$ cat config.mk
export PLATFORM = sky130hd
export DESIGN_NAME = p2a_exp_stage
export DESIGN_NICKNAME = d
export VERILOG_FILES = /design/src/design/p2a_pkg.sv /design/src/design/p2a_exp_stage.sv
export SDC_FILE = /design/constraint.sdc
export NUM_CORES = 1
export LEC_CHECK = 0
export ABC_AREA = 1
export BUFFER_PORTS_ARGS = -buffer_cell sky130_fd_sc_hd__buf_2
export CORE_AREA = 2 2 374 376
export DETAILED_ROUTE_END_ITERATION = 8
export DIE_AREA = 0 0 376 378
export SLEW_MARGIN = 5
export SYNTH_ARGS = -nofsm -noshare
export SYNTH_HDL_FRONTEND = slang
export SYNTH_SLANG_ARGS = --single-unit
$ cat constraint.sdc
create_clock -name vclk -period 8
set_clock_uncertainty 0.1 [all_clocks]
set_input_delay 0.4 -clock vclk [all_inputs]
set_output_delay 0.4 -clock vclk [all_outputs]
set_load 0.02 [all_outputs]
$ cat src/design/p2a_pkg.sv
// Shared types, constants and tables for the pressure to altitude pipeline.
package p2a_pkg;

  localparam int FRAC_BITS    = 30;
  localparam int LOG_TERMS_DEF = 28;
  localparam int STEPS_PER_STAGE = 4;

  localparam logic [19:0] REF_RESET    = 20'd101325;
  localparam logic [27:0] POWER_Q30    = 28'd204293453;
  localparam logic [22:0] SCALE_CM     = 23'd4433077;
  localparam logic [33:0] CLAMP_Q30    = 34'(8) << FRAC_BITS;
  localparam logic [30:0] ONE_Q30      = 31'(1) << FRAC_BITS;
  localparam logic [63:0] ROUND_HALF   = 64'(1) << (FRAC_BITS - 1);

  localparam logic [29:0] LG_TAB [31] = '{
    30'd0, 30'd628098702, 30'd345667660, 30'd182455581, 30'd93912511, 30'd47667823,
    30'd24017256, 30'd12055174, 30'd6039314, 30'd3022600, 30'd1512037, 30'd756203,
    30'd378148, 30'd189085, 30'd94546, 30'd47274, 30'd23637, 30'd11819, 30'd5909,
    30'd2955, 30'd1477, 30'd739, 30'd369, 30'd185, 30'd92, 30'd46, 30'd23, 30'd12,
    30'd6, 30'd3, 30'd1
  };

  typedef struct packed {
    logic        zero_ref;
    logic [30:0] mp;
    logic [30:0] mr;
    logic [4:0]  ep;
    logic [4:0]  er;
    logic [30:0] accp;
    logic [30:0] accr;
    logic        neg;
    logic [34:0] lr_mag;
    logic [44:0] pp_hi;
    logic [45:0] pp_lo;
    logic [4:0]  whole;
    logic [29:0] frac;
    logic [30:0] mant;
    logic [38:0] om_mag;
    logic [41:0] sc_hi;
    logic [42:0] sc_lo;
    logic [27:0] altitude;
  } item_t;

endpackage

$ cat src/design/p2a_exp_stage.sv
// A group of digit-by-digit exp2 steps on the fractional exponent.
module p2a_exp_stage #(
  parameter int FIRST = 1,
  parameter int LAST  = 4
) (
  input  p2a_pkg::item_t i_item,
  output p2a_pkg::item_t o_item
);
  import p2a_pkg::*;

  always_comb begin
    o_item = i_item;
    for (int k = FIRST; k <= LAST; k++) begin
      if (o_item.frac >= LG_TAB[k]) begin
        o_item.frac = o_item.frac - LG_TAB[k];
        o_item.mant = o_item.mant + (o_item.mant >> k);
      end
    end
  end
endmodule

==> results.toml, run 1 <==
[cells_and_area]
nClkBuffers = 0
multi_input_area_sq_um = 13600
synthToLayoutAreaGrowth_pct = 36.0
stdcell_count = 5247
drive_above_1_share_pct = 35.0
nFlopsAndLatches = 0
fin_nets = 4035
fillers = 16000
final_area_sq_um = 22900
regArea_sq_um = 0

[sta]
max_slew.worst_pin.slew_ps = 588
setup_viol = 0
hold_viol = 0
fmax_mhz = 129
rsz0062_at_grt = "yes"
relSlewSlack_pct = 60.7
finalCritPeriodShare_pct = 97.1
maxSlewViolCount = 0
layout_min_cycle_time_ps = 7770

[setup_path]
cp_num_buf_inv = 9
crit_path_max_fanout = 4
crit_required_ps = 7500
crit_path_end_kind = "primary output"
worstSetupPathType = "primary input to primary output"
max_stage_delay_ps = 390
crit_path_start_kind = "primary input"
crit_family = "compound AO/OA/AOI/OAI gates"
crit_slowest_cell = "fa_2"
worst_ep_arrival_time_ps = 7270

[global_routing]
grt_pass1_vias = 20000
antenna_found_initial = 36
overflow = 0
grt_pass1_wl_mm = 121
grt_max_degree = 42
track_usage_pct = 11.1

[flow_run]
max_cap_viol_count = 0

[min_path]
min_from = "i_item[145]"
hp-class = "primary input to primary output"
min_to = "o_item[145]"
whs_path_depth = 0

[synthesis]
yosys_warnings = 0
synth_nets = 3753
syn_area_per_cell_sq_um = 5.33
netlist_area_sq_um = 16800
synthCells = 3153
yosysUniqueCellTypes = 51
ys_seq_area_share_pct = 0

[drt]
drtIter0Drc = 1042
routed_wl_mm = 85.3
viasPerCell = 3.96
vias = 20800
firstDrtPassIters = 5
final_antenna_net_count = 0
detail_route.wl_per_cell_microns = 16.2
drcViolationCount = 0

[pwr]
leakagePower_nw = 11.4
power_frac_comb_pct = 100.0
worst_ir_drop_vdd_mv = 0.431
p_int_mw = 5.36
finalPower_mw = 12.0
clockPowerShare_pct = 0
sw_frac_of_total_pct = 55.4
p_switching_mw = 6.67
p_per_area_nw_per_um2 = 526
pwr-share-seq_pct = 0

[die]
die_w_microns = 376
rows = 137
core-area_sq_um = 139000
die_h_microns = 378
dieArea_sq_um = 142000
start_util_pct = 12.1
design.portCount = 960

[placement]
dp_cells = 5179
post_dp_cell_area_sq_um = 20600
gp_congestion = 0.906
port_buffers = 122
dpl.hpwl_mm = 73.1

[outcome]
status = "completed"

[clock_network]
ctsHoldBuffers = 0
-- power by group through the flow --
stage	Clock [mW]	Combinational [mW]	Sequential [mW]
after floorplan	0	6.13	0
after global placement	0	10.7	0
after detailed placement	0	10.8	0
after CTS	0	11.1	0
after global routing	0.0000000851	13.2	0
final	0.000000119	12.0	0
-- timing repair --
action	4_1_cts	5_1_grt
gates resized for setup	65	406
pin swaps	24	120
endpoints found under the setup margin	13	38
cloned	0	2
buffers inserted	11	50
-- cells in the final DEF (no fill, tap or decap), types with 22 or more instances in the layout --
master | netlist | layout
xor2_1 | 91 | 88
nor2_4 | 5 | 22
ha_1 | 116 | 74
ha_4 | 0 | 40
inv_1 | 307 | 289
o21ai_2 | 2 | 35
nor2_2 | 20 | 52
nand3_1 | 272 | 245
o21ai_0 | 112 | 53
nand3_2 | 6 | 30
buf_6 | 16 | 28
nand2_2 | 36 | 102
buf_4 | 426 | 610
nand4_1 | 63 | 63
nor2_1 | 278 | 229
a21oi_1 | 144 | 100
a21oi_2 | 3 | 44
xnor2_1 | 37 | 33
buf_2 | 15 | 103
nand2_1 | 994 | 917
o21ai_1 | 33 | 54
inv_2 | 36 | 47
-- synth_stat cells (all sizes together) --
cell        n  area (sq um)
nand2    1033          3990
buf       463          3490
inv       344          1290
nor2      303          1220
nand3     279          1440
a21oi     148           763
o21ai     147           743
ha        116          1450
xor2       92           813
nand4      63           394
xnor2      37           324
nand3b     20           150
nor3       17          85.1
a31oi      15           100
o21bai     14           109
clkbuf     13          48.8
or2        13          81.3
a21boi      6          48.8
a21o        6          45.0
and2        6          37.5
fa          4          80.1
nor4        4          25.0
o211ai      2          15.0
a2111oi     1          8.76
a211oi      1          7.51
a22oi       1          7.51
and3        1          6.26
o2111a      1          11.3
o2111ai     1          8.76
o21a        1          7.51
o31ai       1          7.51
-- cell families (layout without fill, tap and decap cells) --
kind of cell	Yosys count	after routing	share of synthesized area [%]
AND/OR/NAND/NOR	1739	1739	44.2
buffers and inverters	820	1100	28.7
AO/OA/AOI/OAI	345	345	11.2
XOR/XNOR	129	129	6.76
adder cells (fa/ha/maj)	120	120	9.11
other	0	7	0
-- worst max path at each step --
stage	startpoint	to	slack (ps)	depth (start not counted)
floorplan	i_item[191]	o_item[178]	20	59
global placement	i_item[184]	o_item[182]	-500	57
detailed placement	i_item[185]	o_item[182]	-570	57
CTS	i_item[152]	o_item[179]	2	57
global route	i_item[202]	o_item[177]	-390	62
finish	i_item[153]	o_item[177]	230	55
-- layer usage --
| layer | routed length (microns) | up-vias | global-route usage [%] |
|---|---|---|---|
| met1 | 32400 | 9316 | 12.0 |
| li1 | - | 10200 | - |
| met4 | 3740 | 46 | 4.28 |
| met5 | 599 | - | 2.20 |
| met3 | 11100 | 263 | 6.30 |
| met2 | 37400 | 921 | 17.8 |
-- layout make-up --
| type | instances | area share [%] |
|---|---|---|
| Antenna cell | 7 | 0.0766 |
| Tap cell | 1807 | 9.89 |
| Timing Repair inverter | 2 | 0.0657 |
| Multi-Input combinational cell | 2333 | 59.6 |
| Inverter | 344 | 5.81 |
| Timing Repair Buffer | 754 | 24.6 |
-- per-stage QoR --
stage          TNS (ps)  hold slack, ps  utilization [%]  setup WS (ps)
6_report              0             700             16.5            234
5_1_grt           -2720             700             16.5           -386
4_1_cts               0             700             15.1           2.16
3_5_place_dp      -4220             700             14.9           -569
3_3_place_gp      -3510             700             14.9           -497
2_1_floorplan         0             813                -           17.3
(Power assumes the default switching activity.)
==> run 2, diff against run 1 <==
- ABC_AREA: 1 -> not set
- CORE_AREA: 2 2 374 376 -> 2 2 373 375
- DIE_AREA: 0 0 376 378 -> 0 0 375 377
- clock period: 8 -> 7.04 ns (I/O delays scaled with it)
==> results.toml, run 2 <==
[flow_run]
max_cap_viol_count = 0

[pwr]
p_int_mw = 6.84
worst_ir_drop_vdd_mv = 0.722
clockPowerShare_pct = 0
p_per_area_nw_per_um2 = 546
leakagePower_nw = 10.3
sw_frac_of_total_pct = 47.4
finalPower_mw = 13.0
power_frac_comb_pct = 100.0
p_switching_mw = 6.16
pwr-share-seq_pct = 0

[placement]
post_dp_cell_area_sq_um = 21100
gp_congestion = 0.886
pre_cts_ws_ps = -2930
dpl.hpwl_mm = 63.6
port_buffers = 122

[die]
rows = 136
die_w_microns = 375
design.portCount = 960
dieArea_sq_um = 141000
core-area_sq_um = 137000
start_util_pct = 10.8
die_h_microns = 377

[sta]
maxSlewViolCount = 0
relSlewSlack_pct = 61.9
max_slew.worst_pin.slew_ps = 567
fmax_mhz = 103
finalCritPeriodShare_pct = 139
layout_min_cycle_time_ps = 9750
final.setup.worst_slack_ps = -2710
rsz0062_at_grt = "yes"
setup_viol = 61
hold_viol = 0

[synthesis]
synthTopCellsByCount = "buf_4 (426), nand2_1 (184), nor2_1 (163)"
netlist_area_sq_um = 14800
syn_area_per_cell_sq_um = 6.97
ys_seq_area_share_pct = 0
synth_top_family_by_area = "compound AO/OA/AOI/OAI gates"
synth_xor_area_share_pct = 13.3
yosysUniqueCellTypes = 122
synth.top_cells.by_area = "buf_4 (22%), ha_1 (9.8%), xnor2_1 (8.4%)"
synthCells = 2129
post-synth-top-area-cell = "buf_4"
synth_most_common_cell = "buf_4"
synth_top_area_share_pct = 21.6
synthMuxAreaShare_pct = 2.32
yosys_warnings = 0
synth_nets = 2729
synth_compound_area_share_pct = 26.5
yosys.area_share.simple_pct = 22.3
synthAdderAreaFrac_pct = 10.7

[global_routing]
track_usage_pct = 9.83
overflow = 0
grt.met2_usage_pct = 17.2
busiest_layer = "met2"
met3_usage_pct = 4.19
grt_pass1_vias = 16600
grt_util_met1_pct = 9.94
antenna_found_initial = 20
grt_max_degree = 32
grt_pass1_wl_mm = 106

[setup_path]
crit_path_start_kind = "primary input"
crit_slowest_cell = "or4_4"
max_stage_delay_ps = 560
worst_ep_arrival_time_ps = 9300
crit_path_max_fanout = 6
critPathMostFrequentCell = "ha_4"
worstSetupPathType = "primary input to primary output"
crit_path_end_kind = "primary output"
crit_required_ps = 6590

[cells_and_area]
nClkBuffers = 0
drive_above_1_share_pct = 51.6
fin_nets = 3248
final_cell_mix = "buf_4 (808), nand2_1 (160), nor2_1 (145)"
regArea_sq_um = 0
multi_input_area_sq_um = 13300
fillers = 15200
synthToLayoutAreaGrowth_pct = 60.6
final_common_cell = "buf_4"
nFlopsAndLatches = 0
final_area_sq_um = 23800

[drt]
drcViolationCount = 0
detail_route.wl_per_cell_microns = 16.8
final_antenna_net_count = 0
firstDrtPassIters = 5
viasPerCell = 3.76
routed_wl_mm = 74.7
vias = 16700
drtIter0Drc = 673

[outcome]
status = "finished with violations"
violations = "negative setup slack"

[min_path]
whs_path_depth = 0
hp-class = "primary input to primary output"
min_from = "i_item[120]"
min_to = "o_item[120]"

[clock_network]
ctsHoldBuffers = 0
run 2: metal layers:
metal  vias up  wire, microns
met4        16           4560
met1      7541          26700
met3       255           7630
met5         -            140
met2       668          35700
li1       8248              -
run 2: how the worst max path moves through the flow:
stage                              to   startpoint  slack [ps]
after floorplan           o_item[178]  i_item[196]       -3010
after global placement    o_item[178]  i_item[188]       -2910
after detailed placement  o_item[178]  i_item[188]       -2930
after CTS                 o_item[180]  i_item[188]       -2690
after global routing      o_item[180]  i_item[188]       -3160
final                     o_item[178]  i_item[188]       -2710
run 2: cell families after synthesis:
| kind of cell | Yosys count |
|---|---|
| xor gates and xnor gates | 220 |
| buffers and inverters | 543 |
| muxes | 31 |
| AOI/OAI and AO/OA | 563 |
| and+or+nand+nor | 646 |
| adders and majority gates | 126 |
run 2: through the flow:
step / cells / utilization (%) / TNS (ps) / hold slack [ps]
global placement: 4342 / 15.4 / -81690 / 604
global route: 4443 / 17.4 / -102540 / 604
floorplan: 2129 / - / -71940 / 717
CTS: 4429 / 16.8 / -78280 / 604
detailed placement: 4342 / 15.4 / -84480 / 604
finish: 4444 / 17.4 / -85300 / 604
run 2: layout make-up:
class	instances	share of cell area, %
Antenna cell	4	0.0420
Multi-Input combinational cell	1587	55.8
Timing Repair Buffer	997	33.8
Inverter	62	0.977
Tap cell	1794	9.42
run 2: power by group through the flow:
stage,registers (mW),logic (mW),clock network (mW)
after global placement,0,10.1,0
after floorplan,0,6.24,0
after global routing,0,14.0,0.0000000579
after CTS,0,12.5,0
final,0,13.0,0.0000000779
after detailed placement,0,10.2,0
run 2: worst max-delay path, delay by kind of cell:
kind            cells  cell delay, ps
compound gates     18            3360
simple gates       14            2630
fa+ha+maj           5            1380
mux                 3             780
xor+xnor            2             300
buf+inv             3             450
run 2: timing repair:
action	4_1_cts	5_1_grt
setup buffers	87	51
endpoints found under the setup margin	61	61
pin swaps	95	105
gates cloned	6	1
resized for setup	266	154
