===== src/design/p2a_pkg.sv =====
// Shared types, constants and tables for the pressure to altitude pipeline.
package p2a_pkg;

  localparam int FRAC_BITS    = 30;
  localparam int LOG_TERMS_DEF = 28;
  localparam int STEPS_PER_STAGE = 4;

  localparam logic [19:0] REF_RESET    = 20'd101325;
  localparam logic [27:0] POWER_Q30    = 28'd204293453;
  localparam logic [22:0] SCALE_CM     = 23'd4433077;
  localparam logic [33:0] CLAMP_Q30    = 34'(8) << FRAC_BITS;
  localparam logic [30:0] ONE_Q30      = 31'(1) << FRAC_BITS;
  localparam logic [63:0] ROUND_HALF   = 64'(1) << (FRAC_BITS - 1);

  localparam logic [29:0] LG_TAB [31] = '{
    30'd0, 30'd628098702, 30'd345667660, 30'd182455581, 30'd93912511, 30'd47667823,
    30'd24017256, 30'd12055174, 30'd6039314, 30'd3022600, 30'd1512037, 30'd756203,
    30'd378148, 30'd189085, 30'd94546, 30'd47274, 30'd23637, 30'd11819, 30'd5909,
    30'd2955, 30'd1477, 30'd739, 30'd369, 30'd185, 30'd92, 30'd46, 30'd23, 30'd12,
    30'd6, 30'd3, 30'd1
  };

  typedef struct packed {
    logic        zero_ref;
    logic [30:0] mp;
    logic [30:0] mr;
    logic [4:0]  ep;
    logic [4:0]  er;
    logic [30:0] accp;
    logic [30:0] accr;
    logic        neg;
    logic [34:0] lr_mag;
    logic [44:0] pp_hi;
    logic [45:0] pp_lo;
    logic [4:0]  whole;
    logic [29:0] frac;
    logic [30:0] mant;
    logic [38:0] om_mag;
    logic [41:0] sc_hi;
    logic [42:0] sc_lo;
    logic [27:0] altitude;
  } item_t;

endpackage


===== src/design/p2a_pipe_reg.sv =====
// One pipeline register with valid bit and per-stage flow control.
module p2a_pipe_reg (
  input  logic           clk,
  input  logic           rst_n,
  input  logic           up_valid,
  output logic           up_ready,
  input  p2a_pkg::item_t up_data,
  output logic           dn_valid,
  input  logic           dn_ready,
  output p2a_pkg::item_t dn_data
);
  import p2a_pkg::*;

  logic  valid_r;
  item_t data_r;

  assign up_ready = !valid_r || dn_ready;
  assign dn_valid = valid_r;
  assign dn_data  = data_r;

  always_ff @(posedge clk) begin
    if (!rst_n) begin
      valid_r <= 1'b0;
    end else if (up_ready) begin
      valid_r <= up_valid;
    end
  end

  always_ff @(posedge clk) begin
    if (up_ready && up_valid) begin
      data_r <= up_data;
    end
  end
endmodule


===== config.mk =====
export PLATFORM = sky130hd
export DESIGN_NAME = p2a_pipe_reg
export DESIGN_NICKNAME = d
export VERILOG_FILES = /design/src/design/p2a_pkg.sv /design/src/design/p2a_pipe_reg.sv
export SDC_FILE = /design/constraint.sdc
export NUM_CORES = 1
export LEC_CHECK = 0
export ABC_AREA = 1
export BUFFER_PORTS_ARGS = -buffer_cell sky130_fd_sc_hd__buf_2
export CAP_MARGIN = 20
export CORE_AREA = 3 3 375 377
export CTS_CLUSTER_DIAMETER = 100
export DETAILED_ROUTE_END_ITERATION = 10
export DIE_AREA = 0 0 378 380
export PLACE_DENSITY = 0.4
export SETUP_SLACK_MARGIN = 0.4
export SYNTH_ARGS = -nofsm -noshare
export SYNTH_HDL_FRONTEND = slang
export SYNTH_SLANG_ARGS = --single-unit

===== constraint.sdc =====
create_clock -name clk -period 31.4 [get_ports clk]
set_input_delay 1.57 -clock clk [delete_from_list [all_inputs] [get_ports clk]]
set_output_delay 1.57 -clock clk [all_outputs]
set_load 0.05 [all_outputs]

==> key figures, run 1 <==
Clock network
  – Clock tree buffer depth: 3
  – CTS tree: done
  – CTS H-tree depth: 2
  – Clock Latency Late Sink: 0.62 ns
  – Clock tree root buffer cell: clkbuf_16
  – Num CTS Buffers: 57
  – Post-CTS resize count: 0
  – Hold-fix buffers at CTS: 0
  – Sink Count: between 400 and 500
  – CTS clk-pin slew, worst paths: 0.06 ns
  – Setup Fix Bufs, Post-CTS: 0

Logic synthesis
  – Cell taking the most area after synthesis: edfxtp_1
  – YS warnings: 0
  – Post-synthesis cell type count: 7
  – Synth Area in Adders: 0
  – Mapped cell area: 14500 um2
  – Post-Synth Simple-Gate Area: 0.000432
  – XOR/XNOR Fraction of Synth Area: 0
  – Async SR Flop Fraction: 0
  – Sequential share of the synthesized area: 0.998
  – Post-synth EDFFs: 480
  – Largest family of logic cells by synthesized area: compound AO/OA/AOI/OAI gates
  – Mux cell area share after synthesis: 0
  – Area share of the largest cell type after synthesis: 0.996
  – Flops & latches, synth: a little under 500
  – Synth Area in Compound Gates: 0.000951
  – Dominant cells by area after synthesis: edfxtp_1 (100%), dfxtp_1 (0.14%), a21oi_2 (0.061%)
  – Top cell types by occurrence after synthesis: edfxtp_1 (480), inv_1 (2)
  – Avg Cell Area, Syn: 29.7 um2
  – Top-count cell post-synth: edfxtp_1
  – Synth Net Count: between 900 and 1000
  – Synth Instances: between 400 and 500
  – Primary FF master, synth: edfxtp_1

Setup path
  – Crit path buf inv count: 6
  – Worst Path Arrival: 5.63 ns
  – Crit path cell chain: buf_2, inv_1, a21oi_4, buf_4, buf_4, buf_4, buf_4
  – Startpoint Class: input pin
  – Most used cell, CP: buf_4
  – Worst path slowest cell: buf_4
  – Worst path required time: approximately 32 ns
  – Delay-heaviest family, CP: buffers and inverters
  – FF-to-FF path depth: 5
  – Critical path type: in -> reg
  – Slowest stage delay, CP: approximately 0.90 ns
  – Crit end category: register
  – Reg-to-reg critical path endpoint: dn_data[208]
  – Crit path max fanout: 78
  – Reg-to-Reg Start: dn_valid
  – R2r setup slk: between 20 and 30 ns

Floorplan
  – Ports: around 970
  – Die X: ~380 um
  – Die ar.: about 140000 um2
  – Rows: 136
  – Initial Util: 0.105
  – Core area: around 140000 um2
  – Die H: 380 um

Power
  – IR drop worst, VDD: slightly above 0.00004 V
  – Leak: around 9.4 nW
  – Pwr Total: 0.00164 W
  – Cell Pwr Density: between 60 and 70 nW/um2

Detailed routing
  – Per-cell routed wire length: around 22 um
  – Remaining antenna violation count: 0
  – Final wirelength: roughly 76 mm
  – Post-route DRC: 0
  – Total number of vias: between 9000 and 10000
  – Post-DR vias/cell: around 2.8
  – Drt pass-1 iters: 5
  – Initial DRC Count: ~600

STA
  – Post-route setup TNS: 0 ns
  – Slew Viols, Final: 0
  – Clock Skews: about 0.012 ns
  – Final Critical Period: approximately 5.4 ns
  – Fmax: between 150 and 200 MHz
  – Unrepaired setup endpoints after global routing: false
  – Fin. Hold Viols: 0
  – Setup violators final: 0
  – Period Utilization, post-route: 0.172
  – Measured slew at the worst slew-check pin: 1.20 ns
  – Rel. slew slack: 0.199

Final layout
  – Nets: 2001
  – Area grow syn2layout: 62.5%
  – Layout cells sized above 1: 0.675

Min path
  – Worst Hold Path Cells: 2
  – Hold Path Class: reg -> reg
  – End of the worst hold path: dn_valid
  – Hold_sp: dn_valid

Flow run
  – Max Cap Violations: 0

Global route
  – Maximum number of pins on one net before global-route repair: roughly 160
  – Antenna violations before repair: 76
  – Vias in the first global route: 10001
  – Global Route Usage Sum: 0.100
  – Overflow after GRT: 0
  – First-pass GRT wire length: 95.1 mm

Placement
  – # port buffers: roughly 970
  – Routability cong.: 0.836
  – Hpwl dp: 63.3 mm

Run status
  – Status: finished clean
==> through the flow <==
step | cells | utilization | setup slack [ns] | area [um2] | hold WS, ns
after CTS | 3354 | 0.170 | 26.00 | 23400 | 0.638
after floorplan | 487 | - | 5.29 | 14500 | 0.924
after global routing | 3379 | 0.171 | 25.69 | 23500 | 0.663
after global placement | 3252 | 0.157 | 25.29 | 21600 | 0.620
final | 3391 | 0.171 | 26.01 | 23500 | 0.627
after detailed placement | 3252 | 0.157 | 25.27 | 21600 | 0.625
==> routing by layer <==
metal	vias to the layer above	routed length, um	track usage
li1	4117	-	-
met1	4592	27400	0.110
met2	653	36000	0.164
met3	135	10500	0.0553
met4	16	1780	0.0291
met5	-	93	0.0148
==> cell families after synthesis <==
family          Yosys count
buf+inv                   3
flops                   481
compound gates            2
simple gates              1
==> area by class of cell <==
type	instances	area, um2
Tap cell	1794	2240
Antenna cell	37	92.6
Clock buffer	73	1530
Multi-Input combinational cell	3	31.3
Clock inverter	29	272
Sequential cell	481	14400
Fill cell	15188	114000
Inverter	3	11.3
Timing Repair Buffer	971	4890
==> power breakdown <==
part	switching, W	internal, W
Clock	0.000266	0.000382
Sequential	0.0000131	0.000753
Combinational	0.000179	0.0000450
Total	0.000458	0.00118
==> state kept, by name (all words and copies together), names as in the netlist <==
register	flops
dn_data	480
dn_valid	1
==> cell usage in the layout, fill, tap and decap left out, drive strengths merged <==
cell type and n:
buf 971, clkinv 20, clkbuf 73, inv 6, bufinv 5, dfxtp 1
nand2 1, diode 37, a21oi 2, edfxtp 480, clkinvlp 1
==> worst reg2reg max path: cells and delay by family, from the launching register on <==
family | cells | cell delay [ns]
flip-flops | 1 | 0.35
AO/OA/AOI/OAI | 1 | 0.73
buffers and inverters | 4 | 3.08
==> worst max path at each step <==
stage,start,end,slack (ns),cells after the start
after floorplan,up_valid,dn_data[0],5.29,2
after global placement,up_valid,dn_data[10],25.29,7
after detailed placement,up_valid,dn_data[45],25.27,7
after CTS,up_valid,dn_data[152],26.00,7
after global routing,up_valid,dn_data[208],25.69,7
final,up_valid,dn_data[208],26.01,7
(Power assumes the default switching activity.)
==> run 2, diff against run 1 <==
==> constraint.sdc (replaced) <==
create_clock -name clk -period 5.1 [get_ports clk]
set_input_delay 0.255 -clock clk [delete_from_list [all_inputs] [get_ports clk]]
set_output_delay 0.255 -clock clk [all_outputs]
set_load 0.05 [all_outputs]
==> run 2 against run 1 <==
Combinational power grew to 7.7 times the previous value. Power rose to 6.4 times the previous value. Wire length rose by 4.8%. Non-clock buffer count rose by 489. Largest cell class unchanged. Worst hold slack worse by 0.39 ns. First-iteration DRC count up 9.4%.
==> key figures, run 2 (synthesis gave the netlist of run 1 again) <==
Floorplan
  – Die H: 380 um (unchanged)
  – Die X: 378 um (unchanged)
  – Initial Util: 0.105 (unchanged)
  – Core area: 137000 um2 (unchanged)
  – Ports: 966 (unchanged)
  – Die ar.: 144000 um2 (unchanged)
  – Rows: 136 (unchanged)

STA
  – Fin. Hold Viols: 0 (unchanged)
  – Setup violators final: 0 (unchanged)
  – Period Utilization, post-route: 0.401
  – Worst hold slack: 0.233 ns (was 0.627 ns)
  – Slew Viols, Final: 0 (unchanged)
  – Final Critical Period: about 2.0 ns
  – Rel. slew slack: 0.417 (was 0.199)
  – Post-route setup TNS: 0 ns (unchanged)
  – Measured slew at the worst slew-check pin: 0.875 ns (was 1.20 ns)
  – Clock Skews: 0.0131 ns (was 0.0116 ns)
  – Fmax: ~490 MHz
  – Unrepaired setup endpoints after global routing: false (unchanged)

Final layout
  – Nets: 2492 (was 2001)
  – Max FFs per register: 480 (unchanged)
  – Most frequent cells in the layout: buf_2 (965), dlygate4sd3_1 (482), edfxtp_1 (480) (was buf_2 (965), edfxtp_1 (480), clkbuf_16 (59))
  – Area grow syn2layout: 96.3% (was 62.5%)
  – Layout cells sized above 1: 0.519 (was 0.675)
  – Commonest non-fill, non-tap cell in the layout: buf_2 (unchanged)

Setup path
  – Critical path type: reg -> reg (was in -> reg)
  – Worst Setup SP: dn_valid (was up_valid)
  – Most used cell, CP: buf_12 (was buf_4)
  – Crit path buf inv count: 2 (was 6)
  – Startpoint Class: register (was input pin)
  – Worst path required time: 5.37 ns (was 31.64 ns)
  – Worst path slowest cell: a21oi_4 (was buf_4)
  – Crit path cell chain: a21oi_4, buf_12, buf_12 (was buf_2, inv_1, a21oi_4, buf_4, buf_4, buf_4, buf_4)
  – Crit end category: register (unchanged)
  – Delay-heaviest family, CP: buffers and inverters (unchanged)
  – Worst Path Arrival: 2.32 ns (was 5.63 ns)
  – Crit path max fanout: 79 (was 78)
  – Slowest stage delay, CP: 0.53 ns (was 0.90 ns)
  – Reg-to-Reg Start: dn_valid (unchanged)

Detailed routing
  – Post-DR vias/cell: 2.98 (was 2.81)
  – Post-route DRC: 0 (unchanged)
  – Drt pass-1 iters: 4 (was 5)
  – Initial DRC Count: 651 (was 595)
  – Total number of vias: 11504 (was 9513)
  – Remaining antenna violation count: 0 (unchanged)
  – Final wirelength: 79.4 mm (was 75.8 mm)
  – Per-cell routed wire length: 20.6 um (was 22.3 um)

Placement
  – # port buffers: 965 (unchanged)
  – Hpwl dp: 63.4 mm (was 63.3 mm)
  – Routability cong.: 0.821 (was 0.836)

Min path
  – Hold_sp: dn_ready (was dn_valid)
  – Hold Path Class: in -> reg (was reg -> reg)

Clock network
  – CTS clk-pin slew, worst paths: 0.06 ns (about the same)
  – Clock Latency Late Sink: 0.62 ns (about the same)
  – Sink Count: 481 (unchanged)
  – Clock tree root buffer cell: clkbuf_16 (unchanged)
  – Clock tree buffer depth: 3 (unchanged)
  – CTS tree: done (unchanged)
  – CTS H-tree depth: 2 (unchanged)
  – Num CTS Buffers: 59 (was 57)

Run status
  – Status: finished clean (unchanged)

Power
  – IR drop worst, VDD: 0.000248 V (was 0.0000408 V)
  – Cell Pwr Density: 368 nW/um2 (was 69.7 nW/um2)
  – Leak: 11.5 nW (was 9.39 nW)

Global route
  – Vias in the first global route: 12676 (was 10001)
  – Maximum number of pins on one net before global-route repair: 128 (was 156)
  – First-pass GRT wire length: 104 mm (was 95.1 mm)
  – Antenna violations before repair: 53 (was 76)
  – Global Route Usage Sum: 0.106 (was 0.100)
  – Overflow after GRT: 0 (unchanged)

Flow run
  – Max Cap Violations: 0 (unchanged)
run 2: cell types whose count changed in the layout (fill, tap and decap cells not counted):
cell / before / now
buf_12: 1 / 5
buf_4: 5 / 8
bufinv_16: 5 / 3
clkbuf_1: 14 / 9
clkbuf_16: 59 / 61
clkinv_1: 10 / 13
clkinv_2: 10 / 9
clkinvlp_4: 1 / 5
dfxtp_1: 1 / 0
dfxtp_2: 0 / 1
diode_2: 37 / 13
dlygate4sd3_1: 0 / 482
inv_8: 0 / 2
run 2: final timing paths:
path	end	depth (start not counted)	slack (ns)
setup / recovery	dn_data[136]	3	3.05
hold / removal	dn_data[4]	3	0.23
setup reg to reg	dn_data[136]	3	3.05
hold reg to reg	dn_data[4]	1	0.76
run 2: cell type report:
| type | instances | area, um2 |
|---|---|---|
| fillers | 14759 | 109000 |
| multi-input cells | 3 | 31.3 |
| diodes | 13 | 32.5 |
| inverters | 3 | 11.3 |
| repair buffers | 1460 | 9810 |
| clock buffers | 70 | 1560 |
| well taps | 1794 | 2240 |
| flip-flops and latches | 481 | 14400 |
| clock inverters | 35 | 270 |
run 2: power breakdown:
group,internal [W],switching [W]
Sequential,0.00463,0.0000795
Clock,0.00232,0.00170
Combinational,0.000529,0.00119
run 2: what timing repair did:
action                    CTS  global route
setup buffers               0             0
hold endpoints to repair  481             0
gates resized for setup     0             0
hold buffers              482             0
run 2: stage by stage:
stage | util | setup WS (ns) | total power [W] | cells | instance area (um2)
finish | 0.207 | 3.05 | 0.0105 | 3859 | 28400
global route | 0.206 | 2.95 | 0.0109 | 3849 | 28400
CTS | 0.206 | 2.98 | 0.0107 | 3846 | 28400
detailed placement | 0.158 | 2.81 | 0.00620 | 3259 | 21700
global placement | 0.158 | 2.81 | 0.00620 | 3259 | 21700
floorplan | - | -3.74 | 0.00570 | 487 | 14500
run 2: routing by layer:
metal	up-vias	part of all wire	track usage
met3	138	0.10	0.0434
met4	8	0.023	0.0267
met5	-	0.00072	0
met1	5631	0.38	0.120
li1	5065	-	-
met2	662	0.49	0.182
run 2: worst reg2reg max path: cells and delay by family (launching register included):
kind            cells  cell delay (ns)
buf+inv             2             0.77
flops               1             0.34
compound gates      1             0.53
