<file path="src/design/p2a_pkg.sv">
// Shared types, constants and tables for the pressure to altitude pipeline.
package p2a_pkg;

  localparam int FRAC_BITS    = 30;
  localparam int LOG_TERMS_DEF = 28;
  localparam int STEPS_PER_STAGE = 4;

  localparam logic [19:0] REF_RESET    = 20'd101325;
  localparam logic [27:0] POWER_Q30    = 28'd204293453;
  localparam logic [22:0] SCALE_CM     = 23'd4433077;
  localparam logic [33:0] CLAMP_Q30    = 34'(8) << FRAC_BITS;
  localparam logic [30:0] ONE_Q30      = 31'(1) << FRAC_BITS;
  localparam logic [63:0] ROUND_HALF   = 64'(1) << (FRAC_BITS - 1);

  localparam logic [29:0] LG_TAB [31] = '{
    30'd0, 30'd628098702, 30'd345667660, 30'd182455581, 30'd93912511, 30'd47667823,
    30'd24017256, 30'd12055174, 30'd6039314, 30'd3022600, 30'd1512037, 30'd756203,
    30'd378148, 30'd189085, 30'd94546, 30'd47274, 30'd23637, 30'd11819, 30'd5909,
    30'd2955, 30'd1477, 30'd739, 30'd369, 30'd185, 30'd92, 30'd46, 30'd23, 30'd12,
    30'd6, 30'd3, 30'd1
  };

  typedef struct packed {
    logic        zero_ref;
    logic [30:0] mp;
    logic [30:0] mr;
    logic [4:0]  ep;
    logic [4:0]  er;
    logic [30:0] accp;
    logic [30:0] accr;
    logic        neg;
    logic [34:0] lr_mag;
    logic [44:0] pp_hi;
    logic [45:0] pp_lo;
    logic [4:0]  whole;
    logic [29:0] frac;
    logic [30:0] mant;
    logic [38:0] om_mag;
    logic [41:0] sc_hi;
    logic [42:0] sc_lo;
    logic [27:0] altitude;
  } item_t;

endpackage

</file>
<file path="src/design/p2a_log_stage.sv">
// A group of digit-by-digit log2 steps on the sample and reference lanes.
module p2a_log_stage #(
  parameter int FIRST = 1,
  parameter int LAST  = 4
) (
  input  p2a_pkg::item_t i_item,
  output p2a_pkg::item_t o_item
);
  import p2a_pkg::*;

  logic [31:0] s_p;
  logic [31:0] s_r;

  always_comb begin
    o_item = i_item;
    s_p    = '0;
    s_r    = '0;
    for (int k = FIRST; k <= LAST; k++) begin
      s_p = {1'b0, o_item.mp} + {1'b0, o_item.mp >> k};
      if (!s_p[31]) begin
        o_item.mp   = s_p[30:0];
        o_item.accp = o_item.accp + {1'b0, LG_TAB[k]};
      end
      s_r = {1'b0, o_item.mr} + {1'b0, o_item.mr >> k};
      if (!s_r[31]) begin
        o_item.mr   = s_r[30:0];
        o_item.accr = o_item.accr + {1'b0, LG_TAB[k]};
      end
    end
  end
endmodule

</file>
<file path="config.mk">
export PLATFORM = sky130hd
export DESIGN_NAME = p2a_log_stage
export DESIGN_NICKNAME = d
export VERILOG_FILES = /design/src/design/p2a_pkg.sv /design/src/design/p2a_log_stage.sv
export SDC_FILE = /design/constraint.sdc
export NUM_CORES = 1
export LEC_CHECK = 0
export BUFFER_PORTS_ARGS = -buffer_cell sky130_fd_sc_hd__buf_2
export CAP_MARGIN = 20
export CORE_AREA = 2 2 372 374
export DETAILED_ROUTE_END_ITERATION = 8
export DIE_AREA = 0 0 374 376
export GPL_ROUTABILITY_DRIVEN = 0
export PLACE_DENSITY = 0.49
export SLEW_MARGIN = 0
export SYNTH_ARGS = -nofsm -noshare
export SYNTH_HDL_FRONTEND = slang
export SYNTH_SLANG_ARGS = --single-unit
</file>
<file path="constraint.sdc">
create_clock -name vclk -period 35.1
set_input_delay 7.02 -clock vclk [all_inputs]
set_output_delay 7.02 -clock vclk [all_outputs]
set_load 0.01 [all_outputs]
</file>
==> results of run 1 <==
## cells in the final DEF, fill, tap and decap left out, types with 12 or more instances in the layout
cell	synthesis	layout
sky130_fd_sc_hd__xnor2_1	285	285
sky130_fd_sc_hd__a31o_2	15	15
sky130_fd_sc_hd__nand3b_1	16	16
sky130_fd_sc_hd__a211oi_1	35	35
sky130_fd_sc_hd__o21ai_0	256	256
sky130_fd_sc_hd__o21ai_1	21	21
sky130_fd_sc_hd__or2_2	27	27
sky130_fd_sc_hd__nor2b_1	35	35
sky130_fd_sc_hd__o21a_1	35	35
sky130_fd_sc_hd__nand2_1	374	373
sky130_fd_sc_hd__inv_1	141	141
sky130_fd_sc_hd__o21bai_1	45	45
sky130_fd_sc_hd__nand2b_1	53	53
sky130_fd_sc_hd__buf_4	363	20
sky130_fd_sc_hd__nor3_1	84	84
sky130_fd_sc_hd__maj3_1	25	25
sky130_fd_sc_hd__o211ai_1	29	29
sky130_fd_sc_hd__o22ai_1	14	14
sky130_fd_sc_hd__and3_1	40	40
sky130_fd_sc_hd__a21oi_1	338	338
sky130_fd_sc_hd__o31ai_1	27	27
sky130_fd_sc_hd__and2_1	30	30
sky130_fd_sc_hd__nor4_1	28	28
sky130_fd_sc_hd__a31oi_1	53	53
sky130_fd_sc_hd__buf_2	33	248
sky130_fd_sc_hd__a21boi_0	15	15
sky130_fd_sc_hd__xor2_1	173	173
sky130_fd_sc_hd__or3_1	35	35
sky130_fd_sc_hd__ha_1	226	226
sky130_fd_sc_hd__nor2_1	337	334
sky130_fd_sc_hd__and4_1	16	16
sky130_fd_sc_hd__nor3b_1	13	13
sky130_fd_sc_hd__a211o_1	12	12
sky130_fd_sc_hd__nand4_1	41	41
sky130_fd_sc_hd__a21o_1	131	131
sky130_fd_sc_hd__mux2i_1	29	29
sky130_fd_sc_hd__o2111ai_1	16	16
sky130_fd_sc_hd__nand3_1	111	109
## logic make-up after synthesis
group | count (synthesis)
adders and majority gates | 260
and+or+nand+nor | 1290
AOI/OAI and AO/OA | 1237
buffers and inverters | 630
muxes | 44
xor gates and xnor gates | 461
## Yosys cell counts (16+ instances only)
| master | number |
|---|---|
| sky130_fd_sc_hd__and3_1 | 40 |
| sky130_fd_sc_hd__nor2_1 | 337 |
| sky130_fd_sc_hd__nand4_1 | 41 |
| sky130_fd_sc_hd__o211ai_1 | 29 |
| sky130_fd_sc_hd__a211oi_1 | 35 |
| sky130_fd_sc_hd__o31ai_1 | 27 |
| sky130_fd_sc_hd__o21bai_1 | 45 |
| sky130_fd_sc_hd__o21a_1 | 35 |
| sky130_fd_sc_hd__nor2b_1 | 35 |
| sky130_fd_sc_hd__nand2_1 | 374 |
| sky130_fd_sc_hd__buf_2 | 33 |
| sky130_fd_sc_hd__xor2_1 | 173 |
| sky130_fd_sc_hd__nand3b_1 | 16 |
| sky130_fd_sc_hd__or3_1 | 35 |
| sky130_fd_sc_hd__a21oi_1 | 338 |
| sky130_fd_sc_hd__clkbuf_1 | 67 |
| sky130_fd_sc_hd__inv_1 | 141 |
| sky130_fd_sc_hd__and2_1 | 30 |
| sky130_fd_sc_hd__maj3_1 | 25 |
| sky130_fd_sc_hd__or2_2 | 27 |
| sky130_fd_sc_hd__o21ai_0 | 256 |
| sky130_fd_sc_hd__a31oi_1 | 53 |
| sky130_fd_sc_hd__ha_1 | 226 |
| sky130_fd_sc_hd__buf_1 | 16 |
| sky130_fd_sc_hd__and4_1 | 16 |
| sky130_fd_sc_hd__nand2b_1 | 53 |
| sky130_fd_sc_hd__xnor2_1 | 285 |
| sky130_fd_sc_hd__buf_4 | 363 |
| sky130_fd_sc_hd__o2111ai_1 | 16 |
| sky130_fd_sc_hd__nand3_1 | 111 |
| sky130_fd_sc_hd__o21ai_1 | 21 |
| sky130_fd_sc_hd__a21o_1 | 131 |
| sky130_fd_sc_hd__mux2i_1 | 29 |
| sky130_fd_sc_hd__nor4_1 | 28 |
| sky130_fd_sc_hd__nor3_1 | 84 |
## worst paths after layout
| check | from | end | slack [ns] | cells after the start |
|---|---|---|---|---|
| setup / recovery | i_item[434] | o_item[375] | 5.69 | 56 |
| hold / removal | i_item[0] | o_item[0] | 14.04 | 0 |
## layer usage
layer / vias up / GRT usage, % / routed length (µm)
met5: - / 1.99 / 597
met4: 52 / 3.55 / 3270
met3: 241 / 4.94 / 10200
met2: 962 / 21.2 / 43000
met1: 12652 / 17.7 / 45800
li1: 13450 / - / -
## stage by stage
step                      utilization (%)  instance area [µm²]  hold WS [ns]
after global placement               19.5                26700         14.04
after detailed placement             19.5                26700         14.04
final                                19.6                26700         14.04
after floorplan                         -                26300         14.13
after global routing                 19.6                26700         14.04
after CTS                            19.5                26700         14.04
## layout make-up
type	instances	area (µm²)	area share [%]
Multi-Input combinational cell	3292	22500	84.2
Timing Repair Buffer	269	1420	5.30
Antenna cell	10	25.0	0.0936
Inverter	144	541	2.02
Tap cell	1794	2240	8.39
## worst max-delay path: cells and delay by family
family | cells | cell delay, ns
compound gates | 28 | 6.90
xor+xnor | 1 | 0.16
fa+ha+maj | 6 | 1.84
buf+inv | 5 | 1.48
simple gates | 16 | 4.88
==> out/qor.txt, run 1 <==
HOLD PATH
------------------------------------------------------------------------------------------
Worst min-delay path class                                                       in -> out

ROUTING
------------------------------------------------------------------------------------------
Drc violations                                                                           0
Remaining antenna violation count after routing                                          0
Iteration-0 DRC count of the detailed router                                          2075
Via count                                                                            27357
Vias per inst                                                                         4.97
TritonRoute pass-1 iters                                                                 6
Total wire length after detailed routing                                         103000 µm
Post-detailed-route wirelength per cell                                            18.7 µm

STA
------------------------------------------------------------------------------------------
Endpoints failing setup                                                                  0
Slew Viols, Final                                                                        0
Worst Max-Slew Pin Slew                                                            1.06 ns
Max-slew headroom                                                                    29.3%
Total Negative Setup Slacks                                                           0 ns
Final critical delay including setup and external delays                          29.41 ns
Setup repair after global routing missed its margin                                  false
Final Cycle Share                                                                    83.8%
Highest achievable clock rate                                                     34.0 MHz
Final Hold Vio Count                                                                     0
Worst setup margin                                                                 5.69 ns

YOSYS
------------------------------------------------------------------------------------------
Part of the Yosys area used for sequential elements                                     0%
Cell accounting for the most synthesized area                                 sky130_fd_sc_hd__ha_1
Share of synthesized cell area in full adder, half adder and majority cells          12.4%
Number of different library cells in the post-synthesis netlist                        125
Post-synthesis instance area                                                     26300 µm²
Yosys warning total                                                                      0
Synthesized area per cell                                                         6.71 µm²
Post-synthesis share of cell area spent on xor and xnor gates                        15.5%
Mapped Nets                                                                           4636
Proportion of synthesized area in mux cells                                          1.79%
Simple-gate share of the synthesized area                                            23.9%
Top-area cell type share of the netlist area                                         10.8%
Number of instances in the synthesized netlist                                        3922
Cell types with the largest area share after synthesis                        sky130_fd_sc_hd__ha_1 (11%), sky130_fd_sc_hd__buf_4 (10%), sky130_fd_sc_hd__xnor2_1 (9.5%)
Area fraction in compound gates after synthesis                                      32.0%
Combinational family with the most area after synthesis                       compound AO/OA/AOI/OAI gates

PLACEMENT
------------------------------------------------------------------------------------------
HPWL Detailed                                                                     86600 µm
Number of I/O port buffers                                                             248
Post-Place Setup Slack                                                             5.78 ns
Instance count after placement with tap cells included                                5498

DIE
------------------------------------------------------------------------------------------
Number of top-level pins                                                               960
Core area                                                                       137000 µm²
Height of the die                                                                   376 µm
Die area                                                                        141000 µm²
Die X-Extent                                                                        374 µm
Rows                                                                                   136
Starting Density                                                                     19.3%

SETUP PATH
------------------------------------------------------------------------------------------
CP Data Arrival Time                                                              22.39 ns
Critical path class                                                              in -> out
Critical Path End Type                                                          output pin
Delay of the slowest cell on the worst path                                        0.83 ns
CP max FO                                                                               59
Critical-path top delay cell                                                  sky130_fd_sc_hd__and2_1
Most frequent CP cell                                                         sky130_fd_sc_hd__a21oi_1
Crit start category                                                             input port
CP required                                                                       28.08 ns

GRT
------------------------------------------------------------------------------------------
First-pass GRT wire length                                                       155000 µm
Overall fraction of global-route tracks in use                                       13.7%
Antenna violations before repair                                                        34
Sum of overflow across all layers after global routing                                   0
Number of global-route vias before repair                                            25781
Pin count of the biggest net entering global routing                                    66

JOB
------------------------------------------------------------------------------------------
Count of maximum capacitance violations                                                  0

FINISH
------------------------------------------------------------------------------------------
Fillcell total                                                                       15617
Number of sequential cells in the layout                                                 0
Fraction of layout instances using a drive strength above 1                          11.1%
Non-filler instance count after layout                                                5509
Flip-flop and latch area                                                             0 µm²
Count of clock buffers in the final design                                               0
Nets                                                                                  4421
Area growth from synthesis to layout                                                 1.69%

CLOCK NETWORK
------------------------------------------------------------------------------------------
Post-CTS Repair Setup Buffers                                                            0
Gates resized, CTS repair                                                                0
Number of hold-repair buffers added at the cts stage                                     0

OUTCOME
------------------------------------------------------------------------------------------
Status                                                                        finished, final reports clean

Power of run 1 is left out: the tool's default activity adds up to more than one toggle a clock period on the data nets, which glitch-free logic cannot reach.
==> run 2, diff against run 1 <==
--- a/config.mk
+++ b/config.mk
@@ -5,13 +5,14 @@
 export SDC_FILE = /design/constraint.sdc
 export NUM_CORES = 1
 export LEC_CHECK = 0
+export ABC_AREA = 1
 export BUFFER_PORTS_ARGS = -buffer_cell sky130_fd_sc_hd__buf_2
 export CAP_MARGIN = 20
-export CORE_AREA = 2 2 372 374
+export CORE_AREA = 2 2 370 372
 export DETAILED_ROUTE_END_ITERATION = 8
-export DIE_AREA = 0 0 374 376
+export DIE_AREA = 0 0 372 374
 export GPL_ROUTABILITY_DRIVEN = 0
-export PLACE_DENSITY = 0.49
+export PLACE_DENSITY = 0.55
 export SLEW_MARGIN = 0
 export SYNTH_ARGS = -nofsm -noshare
 export SYNTH_HDL_FRONTEND = slang
==> constraint.sdc (replaced) <==
create_clock -name vclk -period 24.5
set_input_delay 4.9 -clock vclk [all_inputs]
set_output_delay 4.9 -clock vclk [all_outputs]
set_load 0.01 [all_outputs]
==> run 2 against run 1 <==
  * Sequential share of layout area stayed put
  * First-iteration DRC count is 50% higher
  * Core utilization is 3.6 points higher
  * Largest cell class unchanged
  * Setup slack worse by 2.3 ns
  * Worst hold slack worse by 4.2 ns
  * Global-route usage is 2.8 points higher
  * Die area is 1.1% lower
  * Final cell count is 38% higher
==> out/qor.txt, run 2 <==
STA
------------------------------------------------------------------------------
Final Cycle Share                                                        86.0%
Worst Max-Slew Pin Slew                                               0.928 ns   -0.132 ns
Highest achievable clock rate                                         47.5 MHz
Final critical delay including setup and external delays              21.07 ns
Worst setup margin                                                     3.43 ns   -2.26 ns
Final Hold Vio Count                                                         0   unchanged
Endpoints failing setup                                                      0   unchanged
Slew Viols, Final                                                            0   unchanged
Setup repair after global routing missed its margin                      false
Max-slew headroom                                                        37.5%   +8.2 points
Total Negative Setup Slacks                                               0 ns   unchanged

DIE
------------------------------------------------------------------------------
Height of the die                                                       374 µm   -0.53%
Starting Density                                                         23.1%   +3.8 points
Number of top-level pins                                                   960   unchanged
Core area                                                           135000 µm²   -1.2%
Die area                                                            139000 µm²   -1.1%
Rows                                                                       135   -0.74%
Die X-Extent                                                            372 µm   -0.53%

YOSYS
------------------------------------------------------------------------------
Synthesized area per cell                                             5.18 µm²   -23%
Cell accounting for the most synthesized area                     sky130_fd_sc_hd__nand2_1
Dominant cell by count in the synthesized netlist                 sky130_fd_sc_hd__nand2_1
Top-area cell type share of the netlist area                             24.6%   +14 points
Mapped Nets                                                               6724   +45%
Number of instances in the synthesized netlist                            6010   +53%
Part of the Yosys area used for sequential elements                         0%   unchanged
Number of different library cells in the post-synthesis netlist             66   -47%
Post-synthesis instance area                                         31100 µm²   +18%
Leading post-synthesis cells by instance count                    sky130_fd_sc_hd__nand2_1 (2036), sky130_fd_sc_hd__inv_1 (763), sky130_fd_sc_hd__nor2_1 (563)
Cell types with the largest area share after synthesis            sky130_fd_sc_hd__nand2_1 (25%), sky130_fd_sc_hd__inv_1 (9.2%), sky130_fd_sc_hd__ha_1 (9.1%)
Yosys warning total                                                          0   unchanged

FINISH
------------------------------------------------------------------------------
Fillcell total                                                           15833   +1.4%
Final instance area                                                  31300 µm²   +17%
Area growth from synthesis to layout                                    0.700%
Flip-flop and latch area                                                 0 µm²   unchanged
Number of sequential cells in the layout                                     0   unchanged
Leading cell type in the layout, fill and taps excluded           sky130_fd_sc_hd__nand2_1
Fraction of layout instances using a drive strength above 1              8.69%   -2.4 points
Count of clock buffers in the final design                                   0   unchanged
Non-filler instance count after layout                                    7606   +38%
Most frequent cells in the layout                                 sky130_fd_sc_hd__nand2_1 (2036), sky130_fd_sc_hd__inv_1 (763), sky130_fd_sc_hd__nor2_1 (563), sky130_fd_sc_hd__nand3_1 (409), sky130_fd_sc_hd__a21oi_1 (308)
Nets                                                                      6528   +48%

ROUTING
------------------------------------------------------------------------------
Drc violations                                                               0   unchanged
Post-detailed-route wirelength per cell                                16.1 µm   -14%
TritonRoute pass-1 iters                                                     6   unchanged
Remaining antenna violation count after routing                              0   unchanged
Via count                                                                36465   +33%
Vias per inst                                                             4.79   -3.5%
Iteration-0 DRC count of the detailed router                              3119   +50%
Total wire length after detailed routing                             122000 µm   +19%

PLACEMENT
------------------------------------------------------------------------------
Instance area at placement                                           31300 µm²   +17%
Instance count after placement with tap cells included                    7592   +38%
Number of I/O port buffers                                                 248   unchanged
Post-Place Setup Slack                                                 3.46 ns   -2.32 ns
HPWL Detailed                                                        105000 µm   +22%

SETUP PATH
------------------------------------------------------------------------------
CP max FO                                                                   80   +36%
Launch point of the critical path                                  i_item[436]
Delay of the slowest cell on the worst path                            0.78 ns   -0.05 ns
Critical Path End Type                                              output pin
Crit start category                                                 input port
CP required                                                           19.60 ns   -8.48 ns
CP Data Arrival Time                                                  16.17 ns   -6.22 ns
Timing endpoint of the critical path                               o_item[432]
Critical-path top delay cell                                      sky130_fd_sc_hd__o21ai_0
Critical path class                                                  in -> out

CLOCK NETWORK
------------------------------------------------------------------------------
Number of hold-repair buffers added at the cts stage                         0   unchanged
Gates resized, CTS repair                                                    0   unchanged
Post-CTS Repair Setup Buffers                                                0   unchanged

GRT
------------------------------------------------------------------------------
Pin count of the biggest net entering global routing                        81   +23%
Sum of overflow across all layers after global routing                       0   unchanged
Antenna violations before repair                                            32   -5.9%
First-pass GRT wire length                                           185000 µm   +19%
Overall fraction of global-route tracks in use                           16.5%   +2.8 points
Number of global-route vias before repair                                32788   +27%

HOLD PATH
------------------------------------------------------------------------------
Worst min-delay path class                                           in -> out
Depth of the worst hold-timing path                                          0   unchanged

OUTCOME
------------------------------------------------------------------------------
Status                                                            finished, final reports clean

JOB
------------------------------------------------------------------------------
Count of maximum capacitance violations                                      0   unchanged

[run 2: changes by cell type in the layout (fill, tap and decap cells not counted), sizes merged, moves of 51 or more]
| cell | previous run | this run |
|---|---|---|
| nand2 | 376 | 2123 |
| inv | 144 | 785 |
| nand3 | 113 | 440 |
| nor2 | 341 | 596 |
| xnor2 | 286 | 94 |
| o21ai | 279 | 415 |
| a21o | 131 | 11 |
| nand2b | 53 | 0 |
| nand4 | 42 | 93 |
[run 2: critical path, delay by kind of cell]
family / cells / cell delay [ns]
AO/OA/AOI/OAI: 15 / 3.51
adder cells (fa/ha/maj): 4 / 1.51
buffers and inverters: 14 / 2.86
AND/OR/NAND/NOR: 25 / 3.28
[run 2: through the flow]
stage	hold slack (ns)	util (%)
floorplan	9.89	-
global placement	9.80	23.2
detailed placement	9.80	23.2
CTS	9.80	23.2
global route	9.80	23.2
finish	9.80	23.2
[run 2: worst min-delay path by stage]
stage               slack, ns     endpoint   startpoint
floorplan                9.89    o_item[0]    i_item[0]
global placement         9.80  o_item[110]  i_item[110]
detailed placement       9.80  o_item[110]  i_item[110]
CTS                      9.80  o_item[110]  i_item[110]
global route             9.80  o_item[119]  i_item[119]
finish                   9.80  o_item[107]  i_item[107]
[run 2: per-layer routing]
layer  part of all wire (%)  track usage [%]  vias to the layer above
met4                    4.3             5.94                       36
met2                     40             24.0                     1538
met5                   0.52             3.53                        -
met1                     44             21.6                    16110
met3                     12             6.31                      287
li1                       -                -                    18494
[run 2: final cells by class]
| type | count | area [µm²] | area share [%] |
|---|---|---|---|
| multi-input cells | 4765 | 24800 | 79.0 |
| inverters | 787 | 2960 | 9.45 |
| well taps | 1781 | 2230 | 7.11 |
| repair buffers | 260 | 1350 | 4.31 |
| diodes | 13 | 32.5 | 0.104 |
[run 2: cells by family after synthesis]
group | synth area share (%)
AND/OR/NAND/NOR | 46.5
XOR/XNOR | 8.03
adder cells (fa/ha/maj) | 9.60
multiplexers | 0.0322
buffers and inverters | 20.4
AO/OA/AOI/OAI | 15.4
Power of run 2 is left out for the same reason.
